### src/hw/rtl/stack_machine_execute_unit_macros.svh
// Assertion helpers shared by the execute unit modules.
`ifndef STACK_MACHINE_EXECUTE_UNIT_MACROS_SVH
`define STACK_MACHINE_EXECUTE_UNIT_MACROS_SVH
`ifndef SYNTHESIS
// Same-cycle implication, disabled during reset.
`define SMEU_ASSERT_IMPL(name, clk, rst_n, ante, cons) \
    name: assert property (@(posedge clk) disable iff (!rst_n) (ante) |-> (cons)) \
        else $error("smeu assertion failed");
// Next-cycle implication, disabled during reset.
`define SMEU_ASSERT_NEXT(name, clk, rst_n, ante, cons) \
    name: assert property (@(posedge clk) disable iff (!rst_n) (ante) |=> (cons)) \
        else $error("smeu assertion failed");
`else
`define SMEU_ASSERT_IMPL(name, clk, rst_n, ante, cons)
`define SMEU_ASSERT_NEXT(name, clk, rst_n, ante, cons)
`endif
`endif

### src/hw/rtl/smeu_pkg.sv
package smeu_pkg;

    // Fixed field widths.
    localparam int DW        = 32;
    localparam int AW        = 8;
    localparam int MEM_WORDS = 256;
    localparam int LW        = 16;

    // Opcodes.
    localparam logic [3:0] OP_LD  = 4'd0;
    localparam logic [3:0] OP_ST  = 4'd1;
    localparam logic [3:0] OP_LBL = 4'd2;
    localparam logic [3:0] OP_BR  = 4'd3;
    localparam logic [3:0] OP_JMP = 4'd4;
    localparam logic [3:0] OP_LDC = 4'd5;
    localparam logic [3:0] OP_SUB = 4'd6;
    localparam logic [3:0] OP_ADD = 4'd7;
    localparam logic [3:0] OP_MUL = 4'd8;
    localparam logic [3:0] OP_MOD = 4'd9;
    localparam logic [3:0] OP_DIV = 4'd10;
    localparam logic [3:0] OP_CMP = 4'd11;

    localparam logic EXT_HALT = 1'b1;

    // Status codes.
    localparam logic [2:0] STS_OK      = 3'd0;
    localparam logic [2:0] STS_MISSING = 3'd1;
    localparam logic [2:0] STS_NOLABEL = 3'd2;
    localparam logic [2:0] STS_HALTEMP = 3'd3;
    localparam logic [2:0] STS_OVERFLW = 3'd4;
    localparam logic [2:0] STS_DIVZERO = 3'd5;
    localparam logic [2:0] STS_STOPPED = 3'd6;

    // Controller to datapath commands.
    typedef struct packed {
        logic capture;
        logic fetch;
        logic exec;
        logic div_commit;
    } t_cmd;

    // Datapath to controller status.
    typedef struct packed {
        logic need_div;
        logic div_done;
    } t_sts;

endpackage

### src/hw/rtl/smeu_ctrl.sv
`include "stack_machine_execute_unit_macros.svh"

module smeu_ctrl (
    input  logic           i_clk,
    input  logic           i_rst_n,
    input  logic           i_in_valid,
    output logic           o_in_stall,
    output logic           o_out_valid,
    input  logic           i_out_stall,
    output smeu_pkg::t_cmd o_cmd,
    input  smeu_pkg::t_sts i_sts
);
    import smeu_pkg::*;

    typedef enum logic [4:0] {
        S_IDLE  = 5'b00001,
        S_FETCH = 5'b00010,
        S_EXEC  = 5'b00100,
        S_DIV   = 5'b01000,
        S_OUT   = 5'b10000
    } t_state;

    t_state r_state;
    t_state n_state;

    // Next-state logic.
    always_comb begin
        n_state = r_state;
        case (r_state)
            S_IDLE: begin
                if (i_in_valid) begin
                    n_state = S_FETCH;
                end
            end
            S_FETCH: begin
                n_state = S_EXEC;
            end
            S_EXEC: begin
                n_state = i_sts.need_div ? S_DIV : S_OUT;
            end
            S_DIV: begin
                if (i_sts.div_done) begin
                    n_state = S_OUT;
                end
            end
            S_OUT: begin
                if (!i_out_stall) begin
                    n_state = S_IDLE;
                end
            end
            default: begin
                n_state = S_IDLE;
            end
        endcase
    end

    // State register.
    always_ff @(posedge i_clk) begin
        if (!i_rst_n) begin
            r_state <= S_IDLE;
        end else begin
            r_state <= n_state;
        end
    end

    // Commands to the datapath and handshake outputs.
    assign o_cmd.capture    = (r_state == S_IDLE) && i_in_valid;
    assign o_cmd.fetch      = (r_state == S_FETCH);
    assign o_cmd.exec       = (r_state == S_EXEC);
    assign o_cmd.div_commit = (r_state == S_DIV) && i_sts.div_done;
    assign o_in_stall       = (r_state != S_IDLE);
    assign o_out_valid      = (r_state == S_OUT);

    `SMEU_ASSERT_NEXT(a_idle_accept, i_clk, i_rst_n, r_state == S_IDLE && i_in_valid, r_state == S_FETCH)
    `SMEU_ASSERT_NEXT(a_exec_div, i_clk, i_rst_n, r_state == S_EXEC && i_sts.need_div, r_state == S_DIV)
    `SMEU_ASSERT_NEXT(a_div_done, i_clk, i_rst_n, r_state == S_DIV && i_sts.div_done, r_state == S_OUT)

endmodule

### config.mk
export PLATFORM = sky130hd
export DESIGN_NAME = smeu_ctrl
export DESIGN_NICKNAME = d
export VERILOG_FILES = /design/src/hw/rtl/smeu_pkg.sv /design/src/hw/rtl/smeu_ctrl.sv
export VERILOG_INCLUDE_DIRS = /design/src /design/src/hw/rtl
export SDC_FILE = /design/constraint.sdc
export NUM_CORES = 1
export LEC_CHECK = 0
export BUFFER_PORTS_ARGS = -buffer_cell sky130_fd_sc_hd__buf_2
export CELL_PAD_IN_SITES_DETAIL_PLACEMENT = 0
export CELL_PAD_IN_SITES_GLOBAL_PLACEMENT = 1
export CORE_AREA = 2 2 39 41
export CTS_BUF_LIST = sky130_fd_sc_hd__clkbuf_16
export DETAILED_ROUTE_END_ITERATION = 8
export DIE_AREA = 0 0 41 43
export PLACE_DENSITY_LB_ADDON = 0.1
export SLEW_MARGIN = 10
export SYNTH_ARGS = -nofsm -noshare
export SYNTH_HDL_FRONTEND = slang
export SYNTH_SLANG_ARGS = --single-unit
export TNS_END_PERCENT = 1
### constraint.sdc
create_clock -name i_clk -period 1.9 [get_ports i_clk]
set_input_delay 0.19 -clock i_clk [delete_from_list [all_inputs] [get_ports i_clk]]
set_output_delay 0.19 -clock i_clk [all_outputs]
set_load 0.02 [all_outputs]
After elaboration in Yosys (flattened, before gate mapping). Cells that the tools add are included.

Register bits: 5. Bits of input ports: 6. Output and inout bits: 6. Word-level logic and storage cells: 18.

Eq/ne operators: 9. Multiplexer cells: 5. Reductions and logical operators: 3.

Operators with widths (number): 5-bit one-hot mux with 5 select lines (1); 5-bit 2-to-1 mux (4); 2-bit inequality test, second input constant (3); 5-bit by 1-bit equality test with 1-bit output, second input constant (1); 5-bit by 2-bit equality test with 1-bit output, second input constant (1); 5-bit by 3-bit equality test with 1-bit output, second input constant (1); 5-bit by 4-bit equality test with 1-bit output, second input constant (1); 5-bit equality test, second input constant (1); 5-bit by 1-bit inequality test with 1-bit output, second input constant (1); 3-bit AND reduction (1); 1-bit logical AND (2).

Depth between registers and ports, before layout.
Depth after elaboration: 3. Gate-level depth with buffers: 3. Mapped depth without buffers: 3.

Least setup slack after synthesis. Ideal clock, no wire load.

Kind: reg2out. From: register r_state[1]. To: output port o_out_valid. Arrival: 1276 ps. Required time: 1710 ps. Setup slack: 434 ps. Stages on the path, launching flop included: 3. Buffers on the path: 0. Cells stage by stage: dfxtp_1 or3_1 nor3b_1.

Word-level cells in the longest chain between the ends: 1.

Ends and longest elaborated chain: start, declared (RTL line smeu_ctrl.sv:23) `t_state r_state;`; start signal, assigned (RTL line smeu_ctrl.sv:62) `r_state <= n_state;`; 5-bit equality test (RTL line smeu_ctrl.sv:72) `assign o_out_valid = (r_state == S_OUT);`; end, declared (RTL line smeu_ctrl.sv:8) `output logic o_out_valid,`.

Every way passes these cells.

==> impl_results.html <==
<table>
<tr><th>Metric</th><th>Value</th></tr>
<tr><th colspan="2">Status</th></tr>
<tr><td>Run status</td><td>finished, final reports clean</td></tr>
<tr><th colspan="2">Floorplan</th></tr>
<tr><td>Die Area</td><td>around 0.0018 mm^2</td></tr>
<tr><td>Boundary pin count</td><td>12</td></tr>
<tr><td>Placeable core region</td><td>0.00138 mm^2</td></tr>
<tr><td>Number of rows created at floorplan</td><td>14</td></tr>
<tr><td>Height of the chip</td><td>~43 um</td></tr>
<tr><td>Overall die width</td><td>between 40 and 50 um</td></tr>
<tr><td>Starting utilization of the core area</td><td>0.226</td></tr>
<tr><th colspan="2">Global route</th></tr>
<tr><td>Global-route usage over all layers</td><td>0.114</td></tr>
<tr><td>Grt ovf</td><td>0</td></tr>
<tr><td>Maximum number of pins on one net before global-route repair</td><td>8</td></tr>
<tr><td>Via count of the first global-routing pass</td><td>around 270</td></tr>
<tr><td>Wire length of the first global-routing pass</td><td>1240 um</td></tr>
<tr><td>Number of antenna violations at the first check in global routing</td><td>0</td></tr>
<tr><th colspan="2">Worst setup path</th></tr>
<tr><td>CP Data Required Time</td><td>between 1500 and 2000 ps</td></tr>
<tr><td>CP max stage delay</td><td>about 420 ps</td></tr>
<tr><td>Capturing element type of the critical path</td><td>output port</td></tr>
<tr><td>Slowest CP cell</td><td>sky130_fd_sc_hd__or3b_1</td></tr>
<tr><td>Startpoint type of the worst setup path</td><td>flip-flop</td></tr>
<tr><td>Arrival time at the worst endpoint</td><td>~1600 ps</td></tr>
<tr><td>Crit Path Category</td><td>reg2out</td></tr>
<tr><td>Maximum fanout along the worst path</td><td>6</td></tr>
<tr><td>Cell-by-cell trace of the critical path</td><td>or3b_1 &gt; nor3_1 &gt; and2_1 &gt; buf_2</td></tr>
<tr><th colspan="2">CTS</th></tr>
<tr><td>Clock transition at the registers of the reported paths</td><td>around 30 ps</td></tr>
<tr><td>Maximum buffer depth of the clock tree</td><td>2</td></tr>
<tr><td>TritonCTS clock tree</td><td>built</td></tr>
<tr><td>Num CTS Buffers</td><td>3</td></tr>
<tr><td>Worst-Skew Late Latency</td><td>approximately 230 ps</td></tr>
<tr><td>H-Tree Level Count</td><td>1</td></tr>
<tr><td>Post_cts resized</td><td>0</td></tr>
<tr><td>CTS Root Buffer Type</td><td>sky130_fd_sc_hd__clkbuf_16</td></tr>
<tr><td>Setup Fix Bufs, Post-CTS</td><td>0</td></tr>
<tr><td>CTS sink count</td><td>5</td></tr>
<tr><td>Number of buffers inserted by hold repair at cts</td><td>0</td></tr>
<tr><th colspan="2">Synth</th></tr>
<tr><td>Cell variety after synth</td><td>21</td></tr>
<tr><td>Avg Synthesized Cell Area</td><td>just under 9 um^2</td></tr>
<tr><td>Synth Register Bits</td><td>5</td></tr>
<tr><td>Share of the yosys chip area belonging to registers</td><td>0.320</td></tr>
<tr><td>Cell area after synthesis</td><td>about 310 um^2</td></tr>
<tr><td>Share of the synthesized area in the top cell type</td><td>0.320</td></tr>
<tr><td>Yosys warnings</td><td>0</td></tr>
<tr><td>Cells after synthesis</td><td>35</td></tr>
<tr><td>Cell type with the largest total area after synthesis</td><td>sky130_fd_sc_hd__dfxtp_1</td></tr>
<tr><td>Leading cell types by total area after synthesis</td><td>sky130_fd_sc_hd__dfxtp_1, sky130_fd_sc_hd__or3b_1, sky130_fd_sc_hd__o41ai_2</td></tr>
<tr><td>Syn nets</td><td>41</td></tr>
<tr><th colspan="2">Placed design</th></tr>
<tr><td>Number of placed cells counting well taps</td><td>62</td></tr>
<tr><td>Gpl congestion</td><td>roughly 0.73</td></tr>
<tr><td>Port buffer count</td><td>11</td></tr>
<tr><th colspan="2">Timing</th></tr>
<tr><td>Number of failing setup endpoints in the final timing report</td><td>0</td></tr>
<tr><td>Slew of the pin with the lowest slew margin</td><td>344 ps</td></tr>
<tr><td>Worst rel slew slack</td><td>0.768</td></tr>
<tr><td>Final Max Slew Viols</td><td>0</td></tr>
<tr><td>Setup repair after global routing missed its margin</td><td>false</td></tr>
<tr><td>Fmax</td><td>~0.56 GHz</td></tr>
<tr><td>Worst-case clock skew</td><td>around 2.5 ps</td></tr>
<tr><td>Setup tns final</td><td>0 ps</td></tr>
<tr><td>Final Hold Vio Count</td><td>0</td></tr>
<tr><td>Period utilisation layout</td><td>0.938</td></tr>
<tr><td>Final-layout worst hold slack</td><td>231 ps</td></tr>
<tr><td>Final min period</td><td>between 1500 and 2000 ps</td></tr>
<tr><th colspan="2">Power</th></tr>
<tr><td>Standby leakage power</td><td>roughly 0.00022 uW</td></tr>
<tr><td>Power density relative to cell area</td><td>1110 mW/mm^2</td></tr>
<tr><td>Maximum resistive drop on vdd</td><td>between 0.8 and 0.9 mV</td></tr>
<tr><td>Total design power</td><td>~520 uW</td></tr>
<tr><th colspan="2">Finish</th></tr>
<tr><td>Share of post-route cells with drive strength above 1</td><td>0.340</td></tr>
<tr><td>Number of inserted diodes</td><td>0</td></tr>
<tr><td>Number of flip-flops under the largest register name</td><td>5</td></tr>
<tr><td>Area Overhead vs Synth</td><td>49.2%</td></tr>
<tr><td>Count of non-filler cells in the finished layout</td><td>66</td></tr>
<tr><td>Leading registers by flop count</td><td>r_state (5)</td></tr>
<tr><td>Top register by number of flip-flops</td><td>r_state</td></tr>
<tr><td>NumNets Final</td><td>57</td></tr>
<tr><td>Fillcell total</td><td>~160</td></tr>
<tr><th colspan="2">Job</th></tr>
<tr><td>Max-cap check violation count</td><td>0</td></tr>
<tr><th colspan="2">Drt</th></tr>
<tr><td>Final wirelength</td><td>764 um</td></tr>
<tr><td>Number of DRC markers after the initial detailed-route iteration</td><td>0</td></tr>
<tr><td>Number of nets with antenna violations after detailed routing</td><td>0</td></tr>
<tr><td>DRC violations left</td><td>0</td></tr>
<tr><td>Vias per inst</td><td>4.86</td></tr>
<tr><td>Average wire length per cell after detail routing</td><td>approximately 12 um</td></tr>
<tr><td>DR vias</td><td>around 320</td></tr>
<tr><td>Length of the first detailed-routing pass in iterations</td><td>1</td></tr>
<tr><th colspan="2">Worst hold path</th></tr>
<tr><td>Worst hold-check path type</td><td>in2reg</td></tr>
</table>
==> kinds of logic (layout without fill, tap and decap cells) <==
| group | count (synthesis) | after routing | share of synthesized area |
|---|---|---|---|
| DFF | 5 | 5 | 0.320 |
| AOI/OAI and AO/OA | 7 | 7 | 0.200 |
| and+or+nand+nor | 21 | 21 | 0.456 |
| buffers and inverters | 2 | 17 | 0.0240 |
==> cell usage in the layout (no fill, tap or decap) <==
cell type,n
sky130_fd_sc_hd__a211oi_2,1
sky130_fd_sc_hd__nand4bb_1,1
sky130_fd_sc_hd__or3_1,2
sky130_fd_sc_hd__a21oi_1,1
sky130_fd_sc_hd__or3b_1,2
sky130_fd_sc_hd__nor3_1,3
sky130_fd_sc_hd__inv_1,3
sky130_fd_sc_hd__nand2b_1,2
sky130_fd_sc_hd__o21bai_1,1
sky130_fd_sc_hd__and3b_1,1
sky130_fd_sc_hd__buf_2,11
sky130_fd_sc_hd__and3_1,2
sky130_fd_sc_hd__and2_1,2
sky130_fd_sc_hd__o41ai_2,1
sky130_fd_sc_hd__nor2b_1,1
sky130_fd_sc_hd__o21a_1,1
sky130_fd_sc_hd__a311oi_1,1
sky130_fd_sc_hd__dfxtp_1,5
sky130_fd_sc_hd__nor3b_1,2
sky130_fd_sc_hd__nor2_1,2
sky130_fd_sc_hd__or3_4,1
sky130_fd_sc_hd__clkbuf_16,3
sky130_fd_sc_hd__o21ai_0,1
==> through the flow <==
stage                     cell area, um^2  utilization  setup WS, ps
after global routing                  467        0.337          35.5
after CTS                             467        0.337           104
after detailed placement              388        0.280           359
after global placement                388        0.280           385
after floorplan                       313            -           434
final                                 467        0.337           118
==> worst max-delay path: cells and delay by family (launching register included) <==
kind          cells  cell delay, ps
buf+inv           1             150
simple gates      3             830
flops             1             380
==> synthesized netlist by cell type, drive strengths merged <==
| cell | instances |
|---|---|
| a311oi | 1 |
| or3 | 3 |
| nand2b | 2 |
| and3b | 1 |
| nor2b | 1 |
| nor2 | 2 |
| o21ai | 1 |
| nand4bb | 1 |
| and3 | 2 |
| a21oi | 1 |
| inv | 2 |
| o41ai | 1 |
| nor3b | 2 |
| dfxtp | 5 |
| o21a | 1 |
| or3b | 2 |
| a211oi | 1 |
| and2 | 2 |
| o21bai | 1 |
| nor3 | 3 |
==> metal layers <==
layer,vias up,wire length [um],GRT usage
li1,161,-,-
met1,148,329,0.127
met2,10,365,0.156
met3,2,63,0.0628
met4,0,6,0.0800
met5,-,0,0
==> where the power goes <==
| group | total, uW | switching (uW) | internal, uW |
|---|---|---|---|
| combinational | 58.1 | 31.8 | 26.3 |
| sequential | 118 | 7.37 | 111 |
| clock | 341 | 68.3 | 272 |
==> path summary, 6_finish.rpt <==
path                                start                      end  slack, ps  cells after the start
hold / removal                 i_in_valid  r_state[1]$_SDFFE_PN0P_        230                      2
setup reg to reg  r_state[4]$_SDFFE_PN0P_  r_state[4]$_SDFFE_PN0P_        520                      3
hold reg to reg   r_state[1]$_SDFFE_PN0P_  r_state[0]$_SDFFE_PN1P_        660                      2
setup / recovery  r_state[0]$_SDFFE_PN1P_                 o_cmd[3]        120                      4
==> layout make-up <==
type	instances	area (um^2)	share of cell area
tap	16	20.0	0.0429
multi-input combinational	28	205	0.440
sequential	5	100	0.214
clock buffer	3	75.1	0.161
timing repair buffer	11	55.1	0.118
inverter	2	7.51	0.0161
clock inverter	1	3.75	0.00804
(Power assumes the default switching activity.)
